### src/sv/f32asmd_pkg.sv
// shared types and constants of the single-precision arithmetic unit
package f32asmd_pkg;

	// operation codes
	localparam logic [2:0] OP_ADD  = 3'd0;
	localparam logic [2:0] OP_SUB  = 3'd1;
	localparam logic [2:0] OP_MUL  = 3'd2;
	localparam logic [2:0] OP_DIV  = 3'd3;
	localparam logic [2:0] OP_ITOF = 3'd4;
	localparam logic [2:0] OP_UTOF = 3'd5;

	localparam int MAG_W = 56;  // working magnitude, 23 fraction bits
	localparam int EXP_W = 11;  // signed working exponent
	localparam int SIG_W = 24;  // significand with hidden bit
	localparam int QUO_W = 25;  // quotient bits developed by the divider

	localparam logic [7:0]  BIAS        = 8'd127;
	localparam logic [7:0]  ALIGN_LIMIT = 8'd31;
	localparam logic [7:0]  EXP_TOP     = 8'd255;

	// controller to datapath
	typedef struct packed {
		logic load;       // capture and unpack the input transfer
		logic exec;       // align, multiply, divider setup or int conversion
		logic combine;    // signed add of the aligned magnitudes
		logic div_step;   // one restoring quotient bit
		logic norm_step;  // one normalization shift
		logic round;      // last-bit rounding and zero result
		logic emit;       // write the output register
	} cmd_t;

	// datapath to controller
	typedef struct packed {
		logic special;    // result is a fixed pattern, no arithmetic
		logic is_addsub;
		logic is_div;
		logic div_last;
		logic norm_done;
		logic out_free;
	} sts_t;

endpackage

### src/sv/f32asmd_dp.sv
// datapath of the single-precision arithmetic unit
module f32asmd_dp (
	input  logic                clk,
	input  logic                arst_n,
	input  f32asmd_pkg::cmd_t   cmd,
	output f32asmd_pkg::sts_t   sts,
	input  logic [2:0]          op_in,
	input  logic [63:0]         data_in,
	output logic                m_tvalid,
	input  logic                m_tready,
	output logic [31:0]         m_tdata,
	output logic [0:0]          m_tuser
);
	import f32asmd_pkg::*;

	// unpacked operands
	logic [2:0]            op_q;
	logic                  sa_q, sb_q;
	logic [7:0]            ea_q, eb_q;
	logic [SIG_W-1:0]      fa_q, fb_q;
	logic [31:0]           raw_a_q;

	// working value
	logic [MAG_W-1:0]      mag_q, aux_q;
	logic signed [EXP_W-1:0] ex_q;
	logic                  sgn_q;
	logic                  rbit_q;
	logic [SIG_W-1:0]      rem_q;
	logic                  nbit_q;
	logic [4:0]            cnt_q;
	logic [31:0]           spec_q;
	logic                  spec_sel_q;

	// output register
	logic                  ovalid_q;
	logic [31:0]           obits_q;
	logic                  oflag_q;

	logic [31:0]           in_a, in_b;
	logic                  is_div, special;

	// alignment
	logic                  swap;
	logic [7:0]            hi_e, lo_e, exp_gap, rsh;
	logic [SIG_W-1:0]      hi_m, lo_m, lo_tmp;
	logic [MAG_W-1:0]      hi_al, lo_al, ma_al, mb_al;
	logic [7:0]            ex_al;

	// combine
	logic                  sb_eff;
	logic [MAG_W-1:0]      comb_mag;
	logic                  comb_sgn;

	// multiply, divide, convert
	logic [2*SIG_W-1:0]    prod;
	logic                  div_ge;
	logic                  itof_neg;
	logic [31:0]           itof_v;
	logic [SIG_W:0]        dv_t, dv_diff;
	logic                  dv_q;

	// normalize and round
	logic                  upper_nz;
	logic [SIG_W:0]        rsum;
	logic                  ex_oor;

	assign in_a = data_in[31:0];
	assign in_b = data_in[63:32];

	assign is_div  = (op_q == OP_DIV);
	assign special = (is_div && (fb_q == '0)) ||
		!(op_q == OP_ADD || op_q == OP_SUB || op_q == OP_MUL || op_q == OP_DIV ||
		  op_q == OP_ITOF || op_q == OP_UTOF);

	// operand alignment: exact up to the limit, rounded beyond
	always_comb begin
		swap    = (eb_q > ea_q);
		hi_e    = swap ? eb_q : ea_q;
		lo_e    = swap ? ea_q : eb_q;
		hi_m    = swap ? fb_q : fa_q;
		lo_m    = swap ? fa_q : fb_q;
		exp_gap = hi_e - lo_e;
		rsh     = exp_gap - ALIGN_LIMIT;
		lo_tmp  = lo_m >> (rsh - 8'd1);
		hi_al   = {{(MAG_W-SIG_W){1'b0}}, hi_m};
		lo_al   = {{(MAG_W-SIG_W){1'b0}}, lo_m};
		ex_al   = hi_e;
		if (exp_gap == 8'd0) begin
			ex_al = hi_e;
		end else if (exp_gap <= ALIGN_LIMIT) begin
			hi_al = hi_al << exp_gap;
			ex_al = lo_e;
		end else begin
			hi_al = hi_al << ALIGN_LIMIT;
			ex_al = hi_e - ALIGN_LIMIT;
			lo_al = {{(MAG_W-SIG_W){1'b0}}, (lo_m >> rsh)} +
				{{(MAG_W-1){1'b0}}, lo_tmp[0]};
		end
		ma_al = swap ? lo_al : hi_al;
		mb_al = swap ? hi_al : lo_al;
	end

	// signed magnitude add
	always_comb begin
		sb_eff = sb_q ^ (op_q == OP_SUB);
		if (sa_q == sb_eff) begin
			comb_mag = mag_q + aux_q;
			comb_sgn = sa_q;
		end else if (aux_q > mag_q) begin
			comb_mag = aux_q - mag_q;
			comb_sgn = sb_eff;
		end else begin
			comb_mag = mag_q - aux_q;
			comb_sgn = sa_q;
		end
	end

	// multiplier, divider step and integer magnitude
	always_comb begin
		prod     = fa_q * fb_q;
		div_ge   = (fa_q >= fb_q);
		itof_neg = (op_q == OP_ITOF) && raw_a_q[31];
		itof_v   = itof_neg ? (32'd0 - raw_a_q) : raw_a_q;
		dv_t     = {rem_q, nbit_q};
		dv_diff  = dv_t - {1'b0, fb_q};
		dv_q     = (dv_t >= {1'b0, fb_q});
	end

	// normalization and packing helpers
	always_comb begin
		upper_nz = |mag_q[MAG_W-1:SIG_W];
		rsum     = mag_q[SIG_W:0] + {{SIG_W{1'b0}}, rbit_q};
		ex_oor   = ex_q[EXP_W-1] || (|ex_q[EXP_W-2:8]);
	end

	always_comb begin
		sts.special   = special;
		sts.is_addsub = (op_q == OP_ADD) || (op_q == OP_SUB);
		sts.is_div    = is_div;
		sts.div_last  = (cnt_q == 5'd0);
		sts.norm_done = (mag_q == '0) || (!upper_nz && mag_q[SIG_W-1]);
		sts.out_free  = !ovalid_q || m_tready;
	end

	// operand and working registers
	always_ff @(posedge clk) begin
		if (cmd.load) begin
			op_q    <= op_in;
			sa_q    <= in_a[31];
			sb_q    <= in_b[31];
			ea_q    <= in_a[30:23];
			eb_q    <= in_b[30:23];
			fa_q    <= {|in_a[30:0], in_a[22:0]};
			fb_q    <= {|in_b[30:0], in_b[22:0]};
			raw_a_q <= in_a;
		end
		if (cmd.exec) begin
			rbit_q     <= 1'b0;
			spec_sel_q <= special;
			spec_q     <= is_div ? {sa_q ^ sb_q, EXP_TOP, 23'd0} : 32'd0;
			case (op_q)
				OP_ADD, OP_SUB: begin
					mag_q <= ma_al;
					aux_q <= mb_al;
					ex_q  <= $signed({3'd0, ex_al});
				end
				OP_MUL: begin
					mag_q <= {{(MAG_W-(2*SIG_W-23)){1'b0}}, prod[2*SIG_W-1:23]};
					ex_q  <= $signed({3'd0, ea_q}) + $signed({3'd0, eb_q}) -
						$signed({3'd0, BIAS});
					sgn_q <= sa_q ^ sb_q;
				end
				OP_DIV: begin
					mag_q  <= '0;
					sgn_q  <= sa_q ^ sb_q;
					cnt_q  <= 5'(QUO_W - 1);
					rem_q  <= div_ge ? {1'b0, fa_q[SIG_W-1:1]} : fa_q;
					nbit_q <= div_ge ? fa_q[0] : 1'b0;
					ex_q   <= $signed({3'd0, ea_q}) - $signed({3'd0, eb_q}) +
						(div_ge ? 11'sd126 : 11'sd125);
				end
				default: begin
					mag_q <= {1'b0, itof_v, 23'd0};
					ex_q  <= $signed({3'd0, BIAS});
					sgn_q <= itof_neg;
				end
			endcase
		end
		if (cmd.combine) begin
			mag_q <= comb_mag;
			sgn_q <= comb_sgn;
		end
		if (cmd.div_step) begin
			mag_q  <= {mag_q[MAG_W-2:0], dv_q};
			rem_q  <= dv_q ? dv_diff[SIG_W-1:0] : dv_t[SIG_W-1:0];
			nbit_q <= 1'b0;
			cnt_q  <= cnt_q - 5'd1;
		end
		if (cmd.norm_step) begin
			if (upper_nz) begin
				mag_q  <= mag_q >> 1;
				rbit_q <= mag_q[0];
				ex_q   <= ex_q + 11'sd1;
			end else begin
				mag_q <= mag_q << 1;
				ex_q  <= ex_q - 11'sd1;
			end
		end
		if (cmd.round) begin
			if (mag_q == '0) begin
				sgn_q <= 1'b0;
				ex_q  <= '0;
			end else if (rsum[SIG_W]) begin
				mag_q <= {{(MAG_W-SIG_W){1'b0}}, rsum[SIG_W:1]};
				ex_q  <= ex_q + 11'sd1;
			end else begin
				mag_q <= {{(MAG_W-SIG_W-1){1'b0}}, rsum};
			end
		end
	end

	// output register, freed by the receiver
	always_ff @(posedge clk or negedge arst_n) begin
		if (!arst_n) begin
			ovalid_q <= 1'b0;
		end else if (cmd.emit) begin
			ovalid_q <= 1'b1;
		end else if (m_tready) begin
			ovalid_q <= 1'b0;
		end
	end

	always_ff @(posedge clk) begin
		if (cmd.emit) begin
			obits_q <= spec_sel_q ? spec_q : {sgn_q, ex_q[7:0], mag_q[22:0]};
			oflag_q <= spec_sel_q ? 1'b0 : ex_oor;
		end
	end

	assign m_tvalid = ovalid_q;
	assign m_tdata  = obits_q;
	assign m_tuser  = oflag_q;

endmodule

### src/sv/f32asmd_ctrl.sv
// sequencing controller of the single-precision arithmetic unit
module f32asmd_ctrl (
	input  logic               clk,
	input  logic               arst_n,
	input  logic               s_tvalid,
	output logic               s_tready,
	input  f32asmd_pkg::sts_t  sts,
	output f32asmd_pkg::cmd_t  cmd
);
	import f32asmd_pkg::*;

	localparam logic [2:0] ST_IDLE  = 3'd0;
	localparam logic [2:0] ST_EXEC  = 3'd1;
	localparam logic [2:0] ST_COMB  = 3'd2;
	localparam logic [2:0] ST_DIV   = 3'd3;
	localparam logic [2:0] ST_NORM  = 3'd4;
	localparam logic [2:0] ST_ROUND = 3'd5;
	localparam logic [2:0] ST_FIN   = 3'd6;

	logic [2:0] state_q, state_d;

	// next state and commands
	always_comb begin
		state_d = state_q;
		cmd     = '0;
		case (state_q)
			ST_IDLE: begin
				cmd.load = s_tvalid;
				if (s_tvalid) state_d = ST_EXEC;
			end
			ST_EXEC: begin
				cmd.exec = 1'b1;
				if (sts.special)        state_d = ST_FIN;
				else if (sts.is_addsub) state_d = ST_COMB;
				else if (sts.is_div)    state_d = ST_DIV;
				else                    state_d = ST_NORM;
			end
			ST_COMB: begin
				cmd.combine = 1'b1;
				state_d     = ST_NORM;
			end
			ST_DIV: begin
				cmd.div_step = 1'b1;
				if (sts.div_last) state_d = ST_NORM;
			end
			ST_NORM: begin
				if (sts.norm_done) state_d = ST_ROUND;
				else cmd.norm_step = 1'b1;
			end
			ST_ROUND: begin
				cmd.round = 1'b1;
				state_d   = ST_FIN;
			end
			ST_FIN: begin
				if (sts.out_free) begin
					cmd.emit = 1'b1;
					state_d  = ST_IDLE;
				end
			end
			default: state_d = ST_IDLE;
		endcase
	end

	always_ff @(posedge clk or negedge arst_n) begin
		if (!arst_n) state_q <= ST_IDLE;
		else         state_q <= state_d;
	end

	assign s_tready = (state_q == ST_IDLE);

endmodule

### src/sv/float32_add_sub_mul_div_unit_core.sv
// top level of the single-precision add, subtract, multiply, divide unit
// usage:
//   input channel s_*: one transfer per operation; s_tuser carries the
//   operation code, s_tdata carries operand a (low word) and operand b.
//   output channel m_*: one transfer per operation; m_tdata is the packed
//   float, m_tuser flags an exponent that left 0..255 and was wrapped.
// timing:
//   one item at a time; s_tready is high only while the controller is idle.
//   sequence from the accepting edge to m_tvalid: add/sub run exec,
//   combine, one step per normalization shift, round and output;
//   multiply and conversions skip combine (up to 31 shifts for a wide
//   integer); divide runs 25 restoring quotient steps, then one
//   normalization shift and round; fixed results such as divide by zero go
//   from exec to output. s_tready rises as the result is written.
//   The result sits in an output register; a new item is taken while it
//   waits, and the unit holds its next result until the receiver frees it.
// reset:
//   arst_n clears the controller and the output valid; nothing else.
module float32_add_sub_mul_div_unit_core (
	input  logic        clk,
	input  logic        arst_n,
	input  logic        s_tvalid,
	output logic        s_tready,
	input  logic [63:0] s_tdata,   // operand_a [31:0], operand_b [63:32]
	input  logic [2:0]  s_tuser,   // operation [2:0]
	output logic        m_tvalid,
	input  logic        m_tready,
	output logic [31:0] m_tdata,   // result_bits [31:0]
	output logic [0:0]  m_tuser    // exponent_out_of_range [0]
);
	import f32asmd_pkg::*;

	cmd_t cmd;
	sts_t sts;

	f32asmd_ctrl u_ctrl (
		.clk      (clk),
		.arst_n   (arst_n),
		.s_tvalid (s_tvalid),
		.s_tready (s_tready),
		.sts      (sts),
		.cmd      (cmd)
	);

	f32asmd_dp u_dp (
		.clk      (clk),
		.arst_n   (arst_n),
		.cmd      (cmd),
		.sts      (sts),
		.op_in    (s_tuser),
		.data_in  (s_tdata),
		.m_tvalid (m_tvalid),
		.m_tready (m_tready),
		.m_tdata  (m_tdata),
		.m_tuser  (m_tuser)
	);

endmodule
### config.mk
export PLATFORM = sky130hd
export DESIGN_NAME = float32_add_sub_mul_div_unit_core
export DESIGN_NICKNAME = d
export VERILOG_FILES = /design/src/sv/f32asmd_pkg.sv /design/src/sv/f32asmd_dp.sv /design/src/sv/f32asmd_ctrl.sv /design/src/sv/float32_add_sub_mul_div_unit_core.sv
export SDC_FILE = /design/constraint.sdc
export NUM_CORES = 2
export LEC_CHECK = 0
export BUFFER_PORTS_ARGS = -buffer_cell sky130_fd_sc_hd__buf_2
export CORE_ASPECT_RATIO = 1.5
export CORE_MARGIN = 3
export CORE_UTILIZATION = 55
export DETAILED_ROUTE_END_ITERATION = 6
export PLACE_DENSITY = 0.71
export SKIP_CTS_REPAIR_TIMING = 1
export SYNTH_ARGS = -nofsm -noshare
export SYNTH_HDL_FRONTEND = slang
export SYNTH_SLANG_ARGS = --single-unit
export TNS_END_PERCENT = 50
### constraint.sdc
create_clock -name clk -period 12.86 [get_ports clk]
set_clock_uncertainty 0.2 [all_clocks]
set_input_delay 2.572 -clock clk [delete_from_list [all_inputs] [get_ports clk]]
set_output_delay 2.572 -clock clk [all_outputs]
set_load 0.005 [all_outputs]
==> results.txt <==
The run finished, with violations left. The final reports fail on design-rule violations, max-capacitance violations, max-slew violations. The number of vias per cell after detailed routing was 6.802; the number of nets produced by synthesis was 7593.

Data arrives at the worst endpoint at 10.11 ns. The tools report the worst-skew pair later-pin latency as 0.61 ns. The area share of xor/xnor cells in the synthesized design works out to 0.03405. After synthesis the netlist holds a flip-flop and latch count of 264. By area, the combinational part of the netlist is dominated by adder cells.

After floorplanning, the core was divided into 136 placement rows. Static timing analysis puts the maximum clock frequency at 0.1015 GHz. For the number of global-route vias before repair, the log shows 53270.

In this run the critical register-to-register path is launched from u_dp.raw_a_q[27]$_DFFE_PP_. The area fraction in and, or, nand and nor cells after synthesis is 0.1850. The number of buffers inserted during clock tree synthesis is 34, and the layout overhead on the synthesized area is 5.306%. The tools report the number of optimization iterations in the first detailed-route pass as 7. Global routing finished with a remaining overflow of 0.

The total track usage is 0.4738. The run gives 8600 as the number of fill cells. The die covers 0.09738 sq mm. After the first detailed-routing iteration, the DRC count stood at 6356.

The complex-gate fraction of the synthesized area was 0.2111; the largest vdd supply drop was 0.0001088 V. Counting every instance in the synthesized netlist gives 6596. The minimum clock period after layout works out to 9.850 ns.

The share of cells above drive strength 1 came out at 0.06487. The share of synthesized registers carrying an async set or reset is 0.01515. The worst setup path is launched from a register. Measured along the x axis, the die boundary spans 255.8 microns.

The number of library cell types mapped by synthesis came out at 98. In this run the deepest clock path goes through 3 buffers. The tools report the clock root buffer as clkbuf_16. The slew at the pin with the worst max-slew slack came out at 1.522 ns. The number of nets in the final layout came out at 7431. For the weighted congestion reported at the end of routability-driven placement, the log shows 1.108. The number of pins with negative max-slew slack in the final report was 2. Cell internal power was estimated by the tool at 0.001451 W. The power spent charging and discharging nets came out at 0.0004774 W.

The share of synthesized area spent on multiplexers came out at 0.04353. The path with the worst hold slack has its endpoint at u_dp.rbit_q$_DFF_P_. In the final routed layout, each cell accounts on average for 30.26 microns.

The routed layout has 52460 vias. The share of the yosys chip area belonging to registers came out at 0.1400. The cell depth of the worst flop-to-flop path is 29. The number of synthesized flops with an enable pin works out to 190. In the final timing run, aggregate negative setup slack is 0 ns. Overall power consumption after layout is estimated at 0.001928 W.

The min-delay analysis places its worst path in the category reg -> reg. Across the run, the number of max-cap violations was 2. The worst hold path was traced through 2 stages.

STA classifies the critical path endpoint as a register. The reported leakage power came out at 23.42 nW. The sequential share of power was 0.469. The arithmetic-cell share of the synthesized area counting full adders, half adders and majority gates is 0.2962, and the core region area is 0.09223 sq mm. The number of routed nets with antenna violations was 0; the number of top-level design ports was 106. The startpoint identified for the worst hold timing path is u_dp.rbit_q$_DFF_P_.

Share of total power consumed by net switching: 0.2476. The logs give 0 for the final hold violation count and 233400 microns for the final wirelength. The number of antenna violations at the first check in global routing is 17. The number of remaining DRC errors was 1.

TritonCTS built the clock tree. In this run the register-to-register setup slack is 3.01 ns. The power share of the combinational group is 0.011, and the chip height is 380.7 microns.

The logs give 0.05148 sq mm for the cell area after synthesis and 13.12 ns for the required time of the critical path. The clock transition at the registers of the reported paths is 0.08 ns. Setup violations remaining at the end of the flow were counted as 0. For the headroom to the max-slew limit, the log shows -0.02754.

Leaving out fill and tap cells, the most frequent cell in the layout is inv_1. Grouping stages by cell kind, the critical path spends the most delay in simple AND/OR/NAND/NOR gates. The run gives 179900 microns as the total half-perimeter wirelength after legalization and detailed placement. By startpoint and endpoint, the worst setup path is classified as reg -> reg. In this run the number of H-tree levels came out at 2. Most numerous cell on the critical path: ha_1. The maximum fanout along the worst path is 34, and the number of buffer and inverter stages on the critical path is 4. For the share of power burned in the clock network, the log shows 0.521.

The count of buffers added on input and output ports is 105. The fraction of the cycle the final worst path needs is 0.7659. The cell type of the slowest stage on the worst timing path is xnor2_1. For this run, the number of Yosys warnings is 0. Entering global routing, the biggest net connects 55 pins.

Power spread over the standard cell area amounts to 35.57 mW/mm^2. Setup repair after global routing left no endpoint under its margin. The run gives 0.5582 as the initial standard-cell utilization of the core. Wire length of the first global-routing pass: 345300 microns.

In the layout the commonest cells are inv_1 (771), nand2_1 (752), a21oi_1 (582), nor2_1 (507), fa_1 (488). Worst flop-to-flop path endpoint: u_dp.aux_q[18]$_DFFE_PP_. On the worst path, the slowest cell contributes a delay of 0.64 ns.

Averaged over all synthesized cells, the footprint is 7.804 sq um. The prevailing post-synth register cell was edfxtp_1. The clock net sink count came out at 264.
## power groups by stage
stage                     clock (W)  combinational (W)  sequential (W)
after floorplan                   0        0.000000885        0.000922
after global placement            0          0.0000201        0.000922
after detailed placement          0          0.0000201        0.000922
after CTS                   0.00101          0.0000203        0.000903
after global routing        0.00103          0.0000212        0.000903
final                       0.00100          0.0000206        0.000903
## tightest hold or removal path: cells and delay by family, from the launching register on
family	cells	cell delay [ns]
AND/OR/NAND/NOR	1	0.05
AO/OA/AOI/OAI	1	0.08
flip-flops	1	0.34
## cells in the mapped netlist, types with 35 or more instances
| library cell | count | share of area |
|---|---|---|
| buf_1 | 44 | 0.0032 |
| or3_1 | 35 | 0.0043 |
| mux2i_1 | 135 | 0.026 |
| clkbuf_1 | 387 | 0.028 |
| a221oi_1 | 44 | 0.0075 |
| edfxtp_1 | 190 | 0.11 |
| a31oi_1 | 53 | 0.0064 |
| a211oi_1 | 59 | 0.0086 |
| nand2_1 | 753 | 0.055 |
| ha_1 | 438 | 0.11 |
| fa_1 | 488 | 0.19 |
| xnor2_1 | 146 | 0.025 |
| nor2b_1 | 36 | 0.0044 |
| o22ai_1 | 40 | 0.0049 |
| o211ai_1 | 76 | 0.011 |
| a21oi_1 | 585 | 0.057 |
| nor2_1 | 518 | 0.038 |
| nand2b_1 | 38 | 0.0046 |
| nor4_1 | 68 | 0.0083 |
| o21ai_0 | 405 | 0.039 |
| nand4_1 | 72 | 0.0087 |
| inv_1 | 771 | 0.056 |
| o21bai_1 | 80 | 0.012 |
| xor2_1 | 49 | 0.0083 |
| nor3_1 | 156 | 0.015 |
| and2_1 | 166 | 0.020 |
| a21o_1 | 76 | 0.011 |
| o21a_1 | 39 | 0.0057 |
| dfxtp_1 | 70 | 0.027 |
| nand3_1 | 122 | 0.012 |
## area by class of cell
type                       count  area [sq um]  area share
multi-input combinational   5109         39830      0.7348
clock inverter                20         162.7    0.003001
sequential                   264          7207      0.1329
inverter                     779          2924     0.05394
tap                         1242          1554     0.02867
antenna                       11         27.53   0.0005078
clock buffer                  41         919.6     0.01696
timing repair buffer         246          1582     0.02917
## state kept, by name, indices dropped and copies added, names as in the netlist
| name | flops |
|---|---|
| u_dp.sgn_q | 1 |
| u_dp.spec_sel_q | 1 |
| u_dp.m_tuser | 1 |
| u_dp.spec_q | 2 |
| u_dp.cnt_q | 5 |
| u_dp.ex_q | 11 |
| u_dp.fa_q | 1 |
| u_dp.rbit_q | 1 |
| u_dp.eb_q | 8 |
| u_dp.m_tvalid | 1 |
| u_dp.mag_q | 56 |
| u_dp.raw_a_q | 32 |
| u_dp.aux_q | 56 |
| u_dp.op_q | 3 |
| u_dp.rem_q | 24 |
| u_dp.sb_q | 1 |
| u_dp.nbit_q | 1 |
| u_ctrl.state_q | 3 |
| u_dp.m_tdata | 32 |
| u_dp.fb_q | 24 |
## kinds of logic (layout without fill, tap and decap cells)
| logic type | count (synthesis) | count (layout) |
|---|---|---|
| AOI/OAI and AO/OA | 1737 | 1737 |
| adders and majority gates | 926 | 926 |
| other | 1 | 12 |
| buffers and inverters | 1223 | 1086 |
| DFF | 264 | 264 |
| muxes | 184 | 184 |
| and+or+nand+nor | 2064 | 2064 |
| xor gates and xnor gates | 197 | 197 |
## worst max-delay path by stage
stage,start,end,slack [ns],cells past startpoint
2_1_floorplan,u_dp.raw_a_q[29]$_DFFE_PP_,u_dp.aux_q[18]$_DFFE_PP_,3.46,36
3_3_place_gp,u_dp.raw_a_q[27]$_DFFE_PP_,u_dp.aux_q[18]$_DFFE_PP_,3.35,29
3_5_place_dp,u_dp.raw_a_q[27]$_DFFE_PP_,u_dp.aux_q[18]$_DFFE_PP_,3.19,29
4_1_cts,u_dp.raw_a_q[27]$_DFFE_PP_,u_dp.aux_q[18]$_DFFE_PP_,3.13,29
5_1_grt,u_dp.raw_a_q[27]$_DFFE_PP_,u_dp.aux_q[18]$_DFFE_PP_,2.40,31
6_report,u_dp.raw_a_q[27]$_DFFE_PP_,u_dp.aux_q[18]$_DFFE_PP_,3.01,29
## layer usage
layer	up-vias	GRT usage	part of all wire
met2	3457	0.7717	0.46
met1	25370	0.5065	0.33
met5	-	0	0.00012
li1	22380	-	-
met4	4	0.4429	0.12
met3	1250	0.1114	0.093
## per-stage QoR
| stage | hold slack [ns] | util | worst slack (ns) | std cells | cell area [sq um] |
|---|---|---|---|---|---|
| floorplan | 0.2561 | - | 3.463 | 6596 | 51480 |
| global placement | 0.2710 | 0.5755 | 3.350 | 7639 | 53070 |
| detailed placement | 0.2869 | 0.5755 | 3.190 | 7639 | 53070 |
| CTS | 0.2972 | 0.5872 | 3.131 | 7700 | 54160 |
| global route | 0.3321 | 0.5876 | 2.396 | 7706 | 54190 |
| finish | 0.3045 | 0.5878 | 3.010 | 7712 | 54210 |
(Power assumes the default switching activity.)
